**config.mk**
```make
export PLATFORM = sky130hd
export DESIGN_NAME = sonar_collision_guard_unit
export DESIGN_NICKNAME = d
export VERILOG_FILES = /design/src/rtl/scg_pkg.sv /design/src/rtl/scg_cfg_regs.sv /design/src/rtl/scg_core.sv /design/src/rtl/sonar_collision_guard_unit.sv
export SDC_FILE = /design/constraint.sdc
export NUM_CORES = 1
export LEC_CHECK = 0
export ABC_AREA = 1
export BUFFER_PORTS_ARGS = -buffer_cell sky130_fd_sc_hd__buf_4
export CORE_ASPECT_RATIO = 1.2
export CORE_MARGIN = 1.5
export CORE_UTILIZATION = 35
export DETAILED_ROUTE_END_ITERATION = 7
export MAX_ROUTING_LAYER = met4
export PLACE_DENSITY = 0.6
export SLEW_MARGIN = 20
export SYNTH_ARGS = -nofsm -noshare
export SYNTH_HDL_FRONTEND = slang
export SYNTH_SLANG_ARGS = --single-unit
```
**constraint.sdc**
```tcl
create_clock -name clk -period 7.85 [get_ports clk]
set_clock_uncertainty 0.2 [all_clocks]
set_input_delay 1.1775 -clock clk [delete_from_list [all_inputs] [get_ports clk]]
set_output_delay 1.1775 -clock clk [all_outputs]
set_load 0.01 [all_outputs]
```
**src/rtl/scg_pkg.sv**
```systemverilog
package scg_pkg;

	// Action codes (input tuser bits [1:0])
	localparam logic [1:0] ACT_SAMPLE   = 2'd0;
	localparam logic [1:0] ACT_VELOCITY = 2'd1;
	localparam logic [1:0] ACT_TICK     = 2'd2;

	// Sensor select codes (input tuser bits [3:2])
	localparam logic [1:0] SEL_NONE  = 2'd0;
	localparam logic [1:0] SEL_LEFT  = 2'd1;
	localparam logic [1:0] SEL_RIGHT = 2'd2;
	localparam logic [1:0] SEL_FRONT = 2'd3;

	// Motor command codes
	localparam logic [1:0] CMD_NONE    = 2'd0;
	localparam logic [1:0] CMD_ENABLE  = 2'd1;
	localparam logic [1:0] CMD_DISABLE = 2'd2;

	// Configuration register indexes
	localparam logic [2:0] REG_NEAR   = 3'd0;
	localparam logic [2:0] REG_FAR    = 3'd1;
	localparam logic [2:0] REG_WEIGHT = 3'd2;
	localparam logic [2:0] REG_MASK   = 3'd3;
	localparam logic [2:0] REG_REVEX  = 3'd4;

	localparam int CFG_IDX_W  = 3;
	localparam int CFG_DATA_W = 16;

	// Reset register values
	localparam logic [15:0] NEAR_RESET   = 16'd819;
	localparam logic [15:0] FAR_RESET    = 16'd1024;
	localparam logic [8:0]  WEIGHT_RESET = 9'd154;
	localparam logic [2:0]  MASK_RESET   = 3'd7;
	localparam logic        REVEX_RESET  = 1'b1;

	localparam int RANGE_BITS_DEF = 16;
	localparam int AVG_RESET      = 2048;  // twice the reset far threshold

	// Side limit arithmetic: 1.4 = 358/256, 0.10 m = 410, 0.05 m = 205
	localparam int          LIM_W     = 17;
	localparam logic [24:0] SIDE_MUL  = 25'd358;
	localparam logic [LIM_W-1:0] LEFT_ADD  = 17'd410;
	localparam logic [LIM_W-1:0] RIGHT_SUB = 17'd205;

	// Hit bit positions
	localparam int HIT_LEFT  = 0;
	localparam int HIT_FRONT = 1;
	localparam int HIT_RIGHT = 2;

	typedef struct packed {
		logic [LIM_W-1:0] front;
		logic [LIM_W-1:0] left;
		logic [LIM_W-1:0] right;
	} limits_t;

	typedef struct packed {
		limits_t    near_lim;
		limits_t    far_lim;
		logic [8:0] weight;    // already clamped to 256
		logic [2:0] mask;
		logic       rev_exit;
	} cfg_t;

	typedef struct packed {
		logic [1:0]  action;
		logic [1:0]  sensor_select;
		logic [15:0] sample_range;
		logic        reverse_motion;
	} item_t;

	typedef struct packed {
		logic [1:0] motor_command;
		logic [2:0] near_hits;
		logic       stopped_flag;
	} result_t;

	function automatic limits_t make_limits(input logic [15:0] t);
		logic [24:0]      prod;
		logic [LIM_W-1:0] scaled;
		limits_t          lim;
		prod       = 25'(t) * SIDE_MUL;
		scaled     = prod[24:8];
		lim.front  = LIM_W'(t);
		lim.left   = scaled + LEFT_ADD;
		lim.right  = (scaled > RIGHT_SUB) ? (scaled - RIGHT_SUB) : '0;
		return lim;
	endfunction

endpackage

```
**src/rtl/scg_cfg_regs.sv**
```systemverilog
module scg_cfg_regs (
	input  logic                              clk,
	input  logic                              arst_n,
	input  logic                              cfg_we,
	input  logic [scg_pkg::CFG_IDX_W-1:0]     cfg_index,
	input  logic [scg_pkg::CFG_DATA_W-1:0]    cfg_wdata,
	output scg_pkg::cfg_t                     cfg
);
	import scg_pkg::*;

	cfg_t cfg_q;

	// limits are precomputed at write time so the tick path only compares
	always_ff @(posedge clk or negedge arst_n) begin
		if (!arst_n) begin
			cfg_q.near_lim <= make_limits(NEAR_RESET);
			cfg_q.far_lim  <= make_limits(FAR_RESET);
			cfg_q.weight   <= WEIGHT_RESET;
			cfg_q.mask     <= MASK_RESET;
			cfg_q.rev_exit <= REVEX_RESET;
		end else if (cfg_we) begin
			unique case (cfg_index)
				REG_NEAR:   cfg_q.near_lim <= make_limits(cfg_wdata);
				REG_FAR:    cfg_q.far_lim  <= make_limits(cfg_wdata);
				REG_WEIGHT: cfg_q.weight   <= (cfg_wdata[8:0] > 9'd256) ? 9'd256
					: cfg_wdata[8:0];
				REG_MASK:   cfg_q.mask     <= cfg_wdata[2:0];
				REG_REVEX:  cfg_q.rev_exit <= cfg_wdata[0];
				default: ;
			endcase
		end
	end

	assign cfg = cfg_q;

endmodule

```
**src/rtl/scg_core.sv**
```systemverilog
module scg_core #(
	parameter int RANGE_BITS = scg_pkg::RANGE_BITS_DEF
) (
	input  logic              clk,
	input  logic              arst_n,
	input  scg_pkg::cfg_t     cfg,
	input  scg_pkg::item_t    item,
	input  logic              fire,
	output scg_pkg::result_t  result
);
	import scg_pkg::*;

	localparam int CMP_W = (RANGE_BITS > LIM_W) ? RANGE_BITS : LIM_W;
	localparam logic [RANGE_BITS-1:0] AVG_START =
		(RANGE_BITS >= 12) ? RANGE_BITS'(AVG_RESET) : {RANGE_BITS{1'b1}};

	logic [RANGE_BITS-1:0] avg_q [3];
	logic                  back_q;
	logic                  held_q;

	logic [1:0]                   slot;
	logic                         slot_ok;
	logic [RANGE_BITS-1:0]        r;
	logic [RANGE_BITS-1:0]        old;
	logic signed [RANGE_BITS:0]   diff;
	logic signed [9:0]            w_s;
	logic signed [RANGE_BITS+10:0] prod;
	logic signed [RANGE_BITS+2:0] step;
	logic signed [RANGE_BITS+2:0] sum;
	logic [RANGE_BITS-1:0]        avg_new;
	logic [2:0]                   hits_near;
	logic [2:0]                   hits_far;
	logic                         rev;
	logic                         held_d;
	logic [1:0]                   cmd;

	always_comb begin
		slot    = 2'd0;
		slot_ok = 1'b1;
		unique case (item.sensor_select)
			SEL_LEFT:  slot = 2'd0;
			SEL_FRONT: slot = 2'd1;
			SEL_RIGHT: slot = 2'd2;
			default:   slot_ok = 1'b0;
		endcase
	end

	// new = old + floor((r - old) * w / 256), same as the two-term blend
	assign r       = RANGE_BITS'(item.sample_range);
	assign old     = avg_q[slot];
	assign diff    = $signed({1'b0, r}) - $signed({1'b0, old});
	assign w_s     = $signed({1'b0, cfg.weight});
	assign prod    = diff * w_s;
	assign step    = $signed(prod[RANGE_BITS+10:8]);
	assign sum     = step + $signed({3'b000, old});
	assign avg_new = sum[RANGE_BITS-1:0];

	function automatic logic [2:0] check(input limits_t lim, input logic [2:0] mask,
		input logic [RANGE_BITS-1:0] a_l, input logic [RANGE_BITS-1:0] a_f,
		input logic [RANGE_BITS-1:0] a_r);
		logic [2:0] h;
		h[HIT_LEFT]  = mask[HIT_LEFT]  && (CMP_W'(a_l) <= CMP_W'(lim.left));
		h[HIT_FRONT] = mask[HIT_FRONT] && (CMP_W'(a_f) <= CMP_W'(lim.front));
		h[HIT_RIGHT] = mask[HIT_RIGHT] && (CMP_W'(a_r) <= CMP_W'(lim.right));
		return h;
	endfunction

	assign hits_near = check(cfg.near_lim, cfg.mask, avg_q[0], avg_q[1], avg_q[2]);
	assign hits_far  = check(cfg.far_lim,  cfg.mask, avg_q[0], avg_q[1], avg_q[2]);
	assign rev       = cfg.rev_exit && back_q;

	always_comb begin
		held_d = held_q;
		cmd    = CMD_NONE;
		if (hits_near != 3'b000) begin
			if (rev) begin
				if (held_q) cmd = CMD_ENABLE;
				held_d = 1'b0;
			end else if (!held_q) begin
				held_d = 1'b1;
				cmd    = CMD_DISABLE;
			end
		end else if ((hits_far == 3'b000) || rev) begin
			if (held_q) begin
				held_d = 1'b0;
				cmd    = CMD_ENABLE;
			end
		end
	end

	always_ff @(posedge clk or negedge arst_n) begin
		if (!arst_n) begin
			avg_q[0] <= AVG_START;
			avg_q[1] <= AVG_START;
			avg_q[2] <= AVG_START;
			back_q   <= 1'b0;
			held_q   <= 1'b0;
		end else if (fire) begin
			case (item.action)
				ACT_SAMPLE:   if (slot_ok) avg_q[slot] <= avg_new;
				ACT_VELOCITY: back_q <= item.reverse_motion;
				ACT_TICK:     held_q <= held_d;
				default: ;
			endcase
		end
	end

	assign result.motor_command = cmd;
	assign result.near_hits     = hits_near;
	assign result.stopped_flag  = held_d;

	wire is_tick = fire && (item.action == ACT_TICK);

	a_disable_sets_hold: assert property (@(posedge clk) disable iff (!arst_n)
		is_tick && (cmd == CMD_DISABLE) |=> held_q)
		else $error("disable command without hold");

	a_enable_clears_hold: assert property (@(posedge clk) disable iff (!arst_n)
		is_tick && (cmd == CMD_ENABLE) |=> !held_q)
		else $error("enable command while hold stays");

	a_hold_only_on_tick: assert property (@(posedge clk) disable iff (!arst_n)
		!is_tick |=> $stable(held_q))
		else $error("hold changed outside a tick");

	a_cmd_on_change: assert property (@(posedge clk) disable iff (!arst_n)
		is_tick && (cmd == CMD_NONE) |=> (held_q == $past(held_q)))
		else $error("hold changed with no command");

endmodule

```
**src/rtl/sonar_collision_guard_unit.sv**
```systemverilog
// Sonar collision guard. Slave words carry sonar samples, velocity updates
// and evaluation ticks; each tick yields one master word with the motor
// command, the near-hit mask and the hold flag, other actions yield nothing.
// A word is taken every cycle while s_tready is high: it lands in an input
// register, is resolved by one combinational pass (one blend multiply for
// samples, threshold compares for ticks) and leaves through an output
// register. m_tvalid rises once a tick has moved from the input register
// into the output register; throughput is one word per cycle unless stalled.
// s_tready drops only when a tick sits in the input register while
// the output register holds an untaken result. Side limits are derived from
// the thresholds when they are written. Configuration writes take effect on
// the next edge and should only be issued while no words are in flight.
module sonar_collision_guard_unit #(
	parameter int RANGE_BITS = scg_pkg::RANGE_BITS_DEF  // 10..24
) (
	input  logic                            clk,
	input  logic                            arst_n,
	// slave side
	input  logic                            s_tvalid,
	output logic                            s_tready,
	input  logic [23:0]                     s_tdata,   // [15:0] sample_range, [16] reverse_motion
	input  logic [3:0]                      s_tuser,   // [1:0] action, [3:2] sensor_select
	// master side
	output logic                            m_tvalid,
	input  logic                            m_tready,
	output logic [7:0]                      m_tdata,   // [1:0] motor_command, [4:2] near_hits,
	                                                   // [5] stopped_flag
	// configuration
	input  logic                            cfg_we,
	input  logic [scg_pkg::CFG_IDX_W-1:0]   cfg_index,
	input  logic [scg_pkg::CFG_DATA_W-1:0]  cfg_wdata
);
	import scg_pkg::*;

	cfg_t    cfg;
	item_t   item_s1;
	logic    valid_s1;
	result_t res;
	result_t res_q;
	logic    out_valid_q;
	logic    has_res;
	logic    adv;
	logic    fire;

	scg_cfg_regs u_cfg (
		.clk       (clk),
		.arst_n    (arst_n),
		.cfg_we    (cfg_we),
		.cfg_index (cfg_index),
		.cfg_wdata (cfg_wdata),
		.cfg       (cfg)
	);

	// only ticks need room in the output register
	assign has_res  = (item_s1.action == ACT_TICK);
	assign adv      = !has_res || !out_valid_q || m_tready;
	assign fire     = valid_s1 && adv;
	assign s_tready = !valid_s1 || adv;

	// input register
	always_ff @(posedge clk or negedge arst_n) begin
		if (!arst_n) begin
			valid_s1 <= 1'b0;
		end else if (s_tready) begin
			valid_s1 <= s_tvalid;
		end
	end

	always_ff @(posedge clk) begin
		if (s_tready && s_tvalid) begin
			item_s1.action         <= s_tuser[1:0];
			item_s1.sensor_select  <= s_tuser[3:2];
			item_s1.sample_range   <= s_tdata[15:0];
			item_s1.reverse_motion <= s_tdata[16];
		end
	end

	scg_core #(
		.RANGE_BITS (RANGE_BITS)
	) u_core (
		.clk    (clk),
		.arst_n (arst_n),
		.cfg    (cfg),
		.item   (item_s1),
		.fire   (fire),
		.result (res)
	);

	// output register
	always_ff @(posedge clk or negedge arst_n) begin
		if (!arst_n) begin
			out_valid_q <= 1'b0;
		end else if (fire && has_res) begin
			out_valid_q <= 1'b1;
		end else if (m_tready) begin
			out_valid_q <= 1'b0;
		end
	end

	always_ff @(posedge clk) begin
		if (fire && has_res) begin
			res_q <= res;
		end
	end

	assign m_tvalid = out_valid_q;
	assign m_tdata  = {2'b00, res_q.stopped_flag, res_q.near_hits, res_q.motor_command};

	a_hold_stalled_item: assert property (@(posedge clk) disable iff (!arst_n)
		valid_s1 && !adv |=> valid_s1 && $stable(item_s1))
		else $error("stalled input word lost");

	a_stall_only_full: assert property (@(posedge clk) disable iff (!arst_n)
		!s_tready |-> out_valid_q && !m_tready && valid_s1)
		else $error("input stalled without a pending result");

	a_result_loaded: assert property (@(posedge clk) disable iff (!arst_n)
		fire && has_res |=> m_tvalid)
		else $error("tick result not presented");

endmodule

```
# == Word level (Yosys, flattened, before mapping) ==
# Index checks and enable logic that the tools add are counted.
# op_classes
add_sub_neg,4
mul,2
div,0
n_lt_le_gt_ge,10
n_eq_ne,9
shifts,0
muxes,20
bitwise_logic,1
reduce_logical,32
# ops
cell,count
16-bit by 17-bit less-or-equal comparator with 1-bit output,4
48-bit bitwise mux,1
16-bit 2-to-1 mux,3
16-bit binary-select mux with 2-bit select,1
16-bit demux with 2-bit select,1
16-bit less-or-equal comparator,2
"16-bit by 8-bit multiplier with 24-bit output, second input constant",1
17-bit by 10-bit multiplier with 24-bit output,1
"17-bit by 9-bit adder with 17-bit output, second input constant",1
"17-bit by 8-bit > comparator with 1-bit output, second input constant",1
17-bit 2-to-1 mux,1
16-bit by 16-bit subtractor with 17-bit output,1
"17-bit by 8-bit subtractor with 17-bit output, second input constant",1
16-bit adder,1
2-bit AND reduction,7
1-bit logical AND,11
"9-bit > comparator, second input constant",1
9-bit 2-to-1 mux,1
2-bit 2-to-1 mux,4
1-bit 2-to-1 mux,7
"2-bit == test, second input constant",3
"3-bit by 2-bit == test with 1-bit output, second input constant",2
3-bit logical NOT,2
"2-bit by 1-bit == test with 1-bit output, second input constant",2
13 further kinds,18
# word_totals
reg_bits,192
latchBits,0
ramBits,0
rom_bits,0
output_inout_bits,10
word_cells,101
memories,0

# == Logic depth before layout (Yosys ltp) ==
# depth
ltp_word,10
mapped_depth,51
mapped_depth_nobuf,51

# == By module ==
# From an unflattened synthesis, not the netlist that was laid out.
# unflattened
cells_unflattened,2817
hier_area_um2,21084.0
# by_module_without_submodules
mod,instances,cells_each,area_each_um2,seq_area_each_um2
scg_core,1,1683,11856.4,1255.0
scg_cfg_regs,1,1089,8256.7,2875.3
sonar_collision_guard_unit,1,45,970.9,860.8

# == Worst setup path before layout ==
# Ideal clock, no wire load.
# synth_timing
kind,register to register
startpoint,register item_s1[17] (netlist name)
endpoint,register u_core.avg_q[31] (netlist name)
setup_ns,0.118
arrival_ns,7.869
path_slack_ns,-0.337
stages_incl_launch_ff,49
path_buffers,1
synth_period_minus_slack_ns,8.187
path_cell_list,edfxtp_1 > buf_2 > nor2_2 > inv_1 > o22ai_1 > a21oi_1 > ha_1 > inv_1 > ha_1 > inv_1 > nand2_1 > nand3_1 > nand2_1 > nand2_1 > o21ai_0 > xor2_1 > nand2_1 > fa_1 > [... 13 more ...] > inv_1 > o21ai_1 > inv_1 > o21bai_1 > nand2_1 > o31ai_1 > xnor2_1 > inv_1 > ha_1 > inv_1 > nor3_1 > inv_1 > o211ai_1 > inv_1 > nand2_1 > nand3_1 > nand3_1 > nand2_1
# synth_between
elab_chain_len,10
word_cells_on_any_way,20
classes_between,add/sub (2); mul (1); order compare (2); eq/ne (3); mux (8); bitwise (1); reduce/logical (3)
# synth_lines
item,line_no,source
from (decl),sonar_collision_guard_unit.sv:36,item_t item_s1;
2-bit == test,scg_core.sv:40,unique case (item.sensor_select)
2-bit case mux with 2 select lines,scg_core.sv:40,
2-bit inverter with 3-bit output (not written as such),"scg_core.sv:50, scg_core.sv:100",
16-bit binary-select mux with 2-bit select,scg_core.sv:50,assign old = avg_q[slot];
16-bit 2-to-1 mux (not written as such) (2 in a row),scg_core.sv:50,
16-bit by 16-bit subtractor with 17-bit output,scg_core.sv:51,"assign diff = $signed({1'b0, r}) - $signed({1'b0, old});"
17-bit by 10-bit multiplier with 24-bit output,scg_core.sv:53,assign prod = diff * w_s;
16-bit adder,scg_core.sv:55,"assign sum = step + $signed({3'b000, old});"
48-bit bitwise mux,scg_core.sv:100,ACT_SAMPLE: if (slot_ok) avg_q[slot] <= avg_new;
"to (signal, indexed assignment)",scg_core.sv:100,
to (decl),scg_core.sv:17,logic [RANGE_BITS-1:0] avg_q [3];
# Parallel ways exist; a longest one is shown, timed or not. The select of a mux whose other input is x is not followed.
# A chain may end at the register's enable or synchronous reset.

# == Worst setup path in the final report ==
# layout_timing
startpoint,register item_s1[17] (netlist name)
endpoint,register u_core.avg_q[47] (netlist name)
# Same word-level chain as after synthesis.

==> results.yml <==
outcome:
  status: "complete, but fails checks"
  violations: "negative setup slack"
clock_network:
  htree_num_levels: 4
  cts_buffers: 17
  clk_path_buf_depth: 2
  path_clk_slew_ps: 80
  clock-sinks: 192
  clockRootBuffer: "clkbuf_16"
  insertion_delay_ps: 470
  ctsHoldBuffers: 0
  cts_tree: "yes"
timing:
  fin_tns_setup_ps: -5140
  fin_ws_ps: -295
  holdWs_ps: 272
  final_max_slew_viol_count: 0
  fin_crit_ps: 8140
  period_share: 1.04
  setup_viol: 27
  rsz0062_at_grt: "yes"
  max_slew_margin: 0.297
  worst_pin_slew_ps: 1050
  clock.fmax_ghz: 0.123
  final_hold_viol_count: 0
critical_path:
  critPathMaxStageDelay_ps: 550
  critPathLaunchType: "flop"
  worstSetupPathType: "flop to flop"
  critPathArrivalTime_ps: 8300
  required_ps: 8010
  cpMostUsedCell: "inv_2"
  cp_slowest_cell: "fa_1"
  cp-end-kind: "flop"
  crit_fanout: 5
logic_synthesis:
  avgSynthCellArea_um2: 7.77
  syn_inst: 2614
  synth-simple-area-share: 0.229
  synthArstFlopShare: 0.859
  synthXorXnorAreaFrac: 0.0310
  yosysSeqAreaShare: 0.246
  synth_common_cells: "636 x nand2_1, 512 x inv_1, 245 x ha_1, 165 x nor2_1, 153 x nand3_1"
  synth_seq_cells: 192
  syn_area_um2: 20300
  synth_top_area_frac: 0.153
  yosysMostFrequentCell: "nand2_1"
  ys_types: 64
  synth_top_family_by_area: "adder cells"
  ys_warn_count: 0
  synth_top_flop_cell: "dfrtp_1"
  synth.area.mux_share: 0.000554
  synth_area_leader_cell: "dfrtp_1"
  synth_compound_area_frac: 0.0828
  synth.top_cells.by_area: "dfrtp_1 15%, ha_1 15%, fa_1 15%"
  synth_fa_ha_area_frac: 0.301
  synth_edf_count: 27
die:
  start_util: 0.355
  ioPinCount: 62
  fp.dieH_um: 267
  die_area_um2: 59500
  dieWidth_um: 223
  rows: 96
  core_area_um2: 57300
detailed_routing:
  drt_iter0_markers: 974
  dr.pass1.iters: 5
  wl_per_cell_um: 16.8
  drt-vias-per-instance: 4.93
  ant_nets: 0
  drc: 0
  totalWireLength_um: 61700
  vias: 18100
min_path:
  hold_class: "flop to flop"
finish:
  drive_gt1_frac: 0.237
  n_antenna_cell: 0
  area_growth_pct: 25.5
  nNetsFinal: 3371
  fillers: 5597
placement:
  finalWeightedCongestion: 0.905
  port_buffers: 52
  dp_hpwl_um: 50900
  dp_worst_setup_slack_ps: -662
global_routing:
  grt_pass1_vias: 18600
  grt_pass1_wl_um: 98900
  track_usage: 0.219
  grt_max_degree: 76
  antenna_found_initial: 0
  gr-total-overflow: 0
run:
  cap_violations: 0
==> kinds of logic after synthesis <==
family / count (synthesis)
buffers and inverters: 581
other: 1
multiplexers: 1
AND/OR/NAND/NOR: 1086
AO/OA/AOI/OAI: 293
XOR/XNOR: 63
adder cells (fa/ha/maj): 397
flip-flops: 192
==> cell usage in the layout, fill, tap and decap left out, types with 7 or more instances in the layout <==
cell and instances:
nand2_1 587, inv_1 486, buf_4 318, ha_1 220, fa_1 150, nor2_1 144, nand3_1 131, dfrtp_1 124
o21ai_0 104, a21oi_1 79, nand2_2 59, dfstp_2 41, nand4_1 40, inv_2 37, xor2_1 33, edfxtp_1 27
nand3_2 26, ha_4 23, a21oi_2 19, nor2_2 18, nor3_1 17, clkbuf_16 17, buf_6 16, o21ai_1 12
nor2_4 12, xor2_2 11, xnor2_1 11, nand2_4 10, o211ai_1 10, nand3b_1 9, o21ai_2 9, a21oi_4 7
nor3_2 7
==> critical path, delay by kind of cell (launching register included) <==
| kind | cells | cell delay, ps |
|---|---|---|
| DFF | 1 | 440 |
| and+or+nand+nor | 18 | 1720 |
| adders and majority gates | 9 | 3320 |
| xor gates and xnor gates | 2 | 300 |
| buffers and inverters | 15 | 1190 |
| AOI/OAI and AO/OA | 6 | 880 |
==> metrics by stage <==
step | util | area (um^2) | std cells
floorplan | - | 20500 | 2615
global placement | 0.409 | 23400 | 3600
detailed placement | 0.409 | 23400 | 3600
CTS | 0.434 | 24900 | 3657
global route | 0.445 | 25500 | 3670
finish | 0.445 | 25500 | 3670
==> sequential cells by signal (all words and copies together) (netlist names) <==
signal	count
u_cfg.cfg	113
u_core.avg_q	48
item_s1	21
m_tdata	6
m_tvalid	1
u_core.back_q	1
u_core.held_q	1
valid_s1	1
==> worst paths after layout <==
path	slack [ps]	depth (start not counted)	to	from
worst max-delay path	-290	50	u_core.avg_q[47]	item_s1[17]
worst min-delay path	270	2	u_cfg.cfg[66]	u_cfg.cfg[66]
worst max register to register	-290	50	u_core.avg_q[47]	item_s1[17]
worst min register to register	270	2	u_cfg.cfg[66]	u_cfg.cfg[66]
max in group asynchronous	5760	2	u_cfg.cfg[6]	arst_n
min in group asynchronous	510	1	u_cfg.cfg[45]	arst_n
==> layer usage <==
metal | vias to the layer above | global-route usage | wire (um)
met5 | - | - | 0
met4 | 0 | 0.0647 | 1540
met3 | 70 | 0.0161 | 1620
met2 | 344 | 0.384 | 31700
met1 | 8836 | 0.269 | 26800
li1 | 8849 | - | -
==> final cells by class <==
class	instances	area [um^2]	share of cell area
multi-input cells	1842	14300	0.560
flip-flops and latches	192	4990	0.196
repair buffers	340	2700	0.106
inverters	529	1990	0.0780
well taps	735	920	0.0361
clock buffers	18	439	0.0172
clock inverters	14	185	0.00726
==> what timing repair did <==
item	in CTS	in global routing
endpoints found under the hold margin	0	0
gates cloned	1	0
pin swaps	86	100
setup buffers	26	17
setup endpoints to repair	30	42
gates resized for setup	134	122
Power is left out: the tool's default activity adds up to more than one toggle a clock period on the data nets, which glitch-free logic cannot reach.
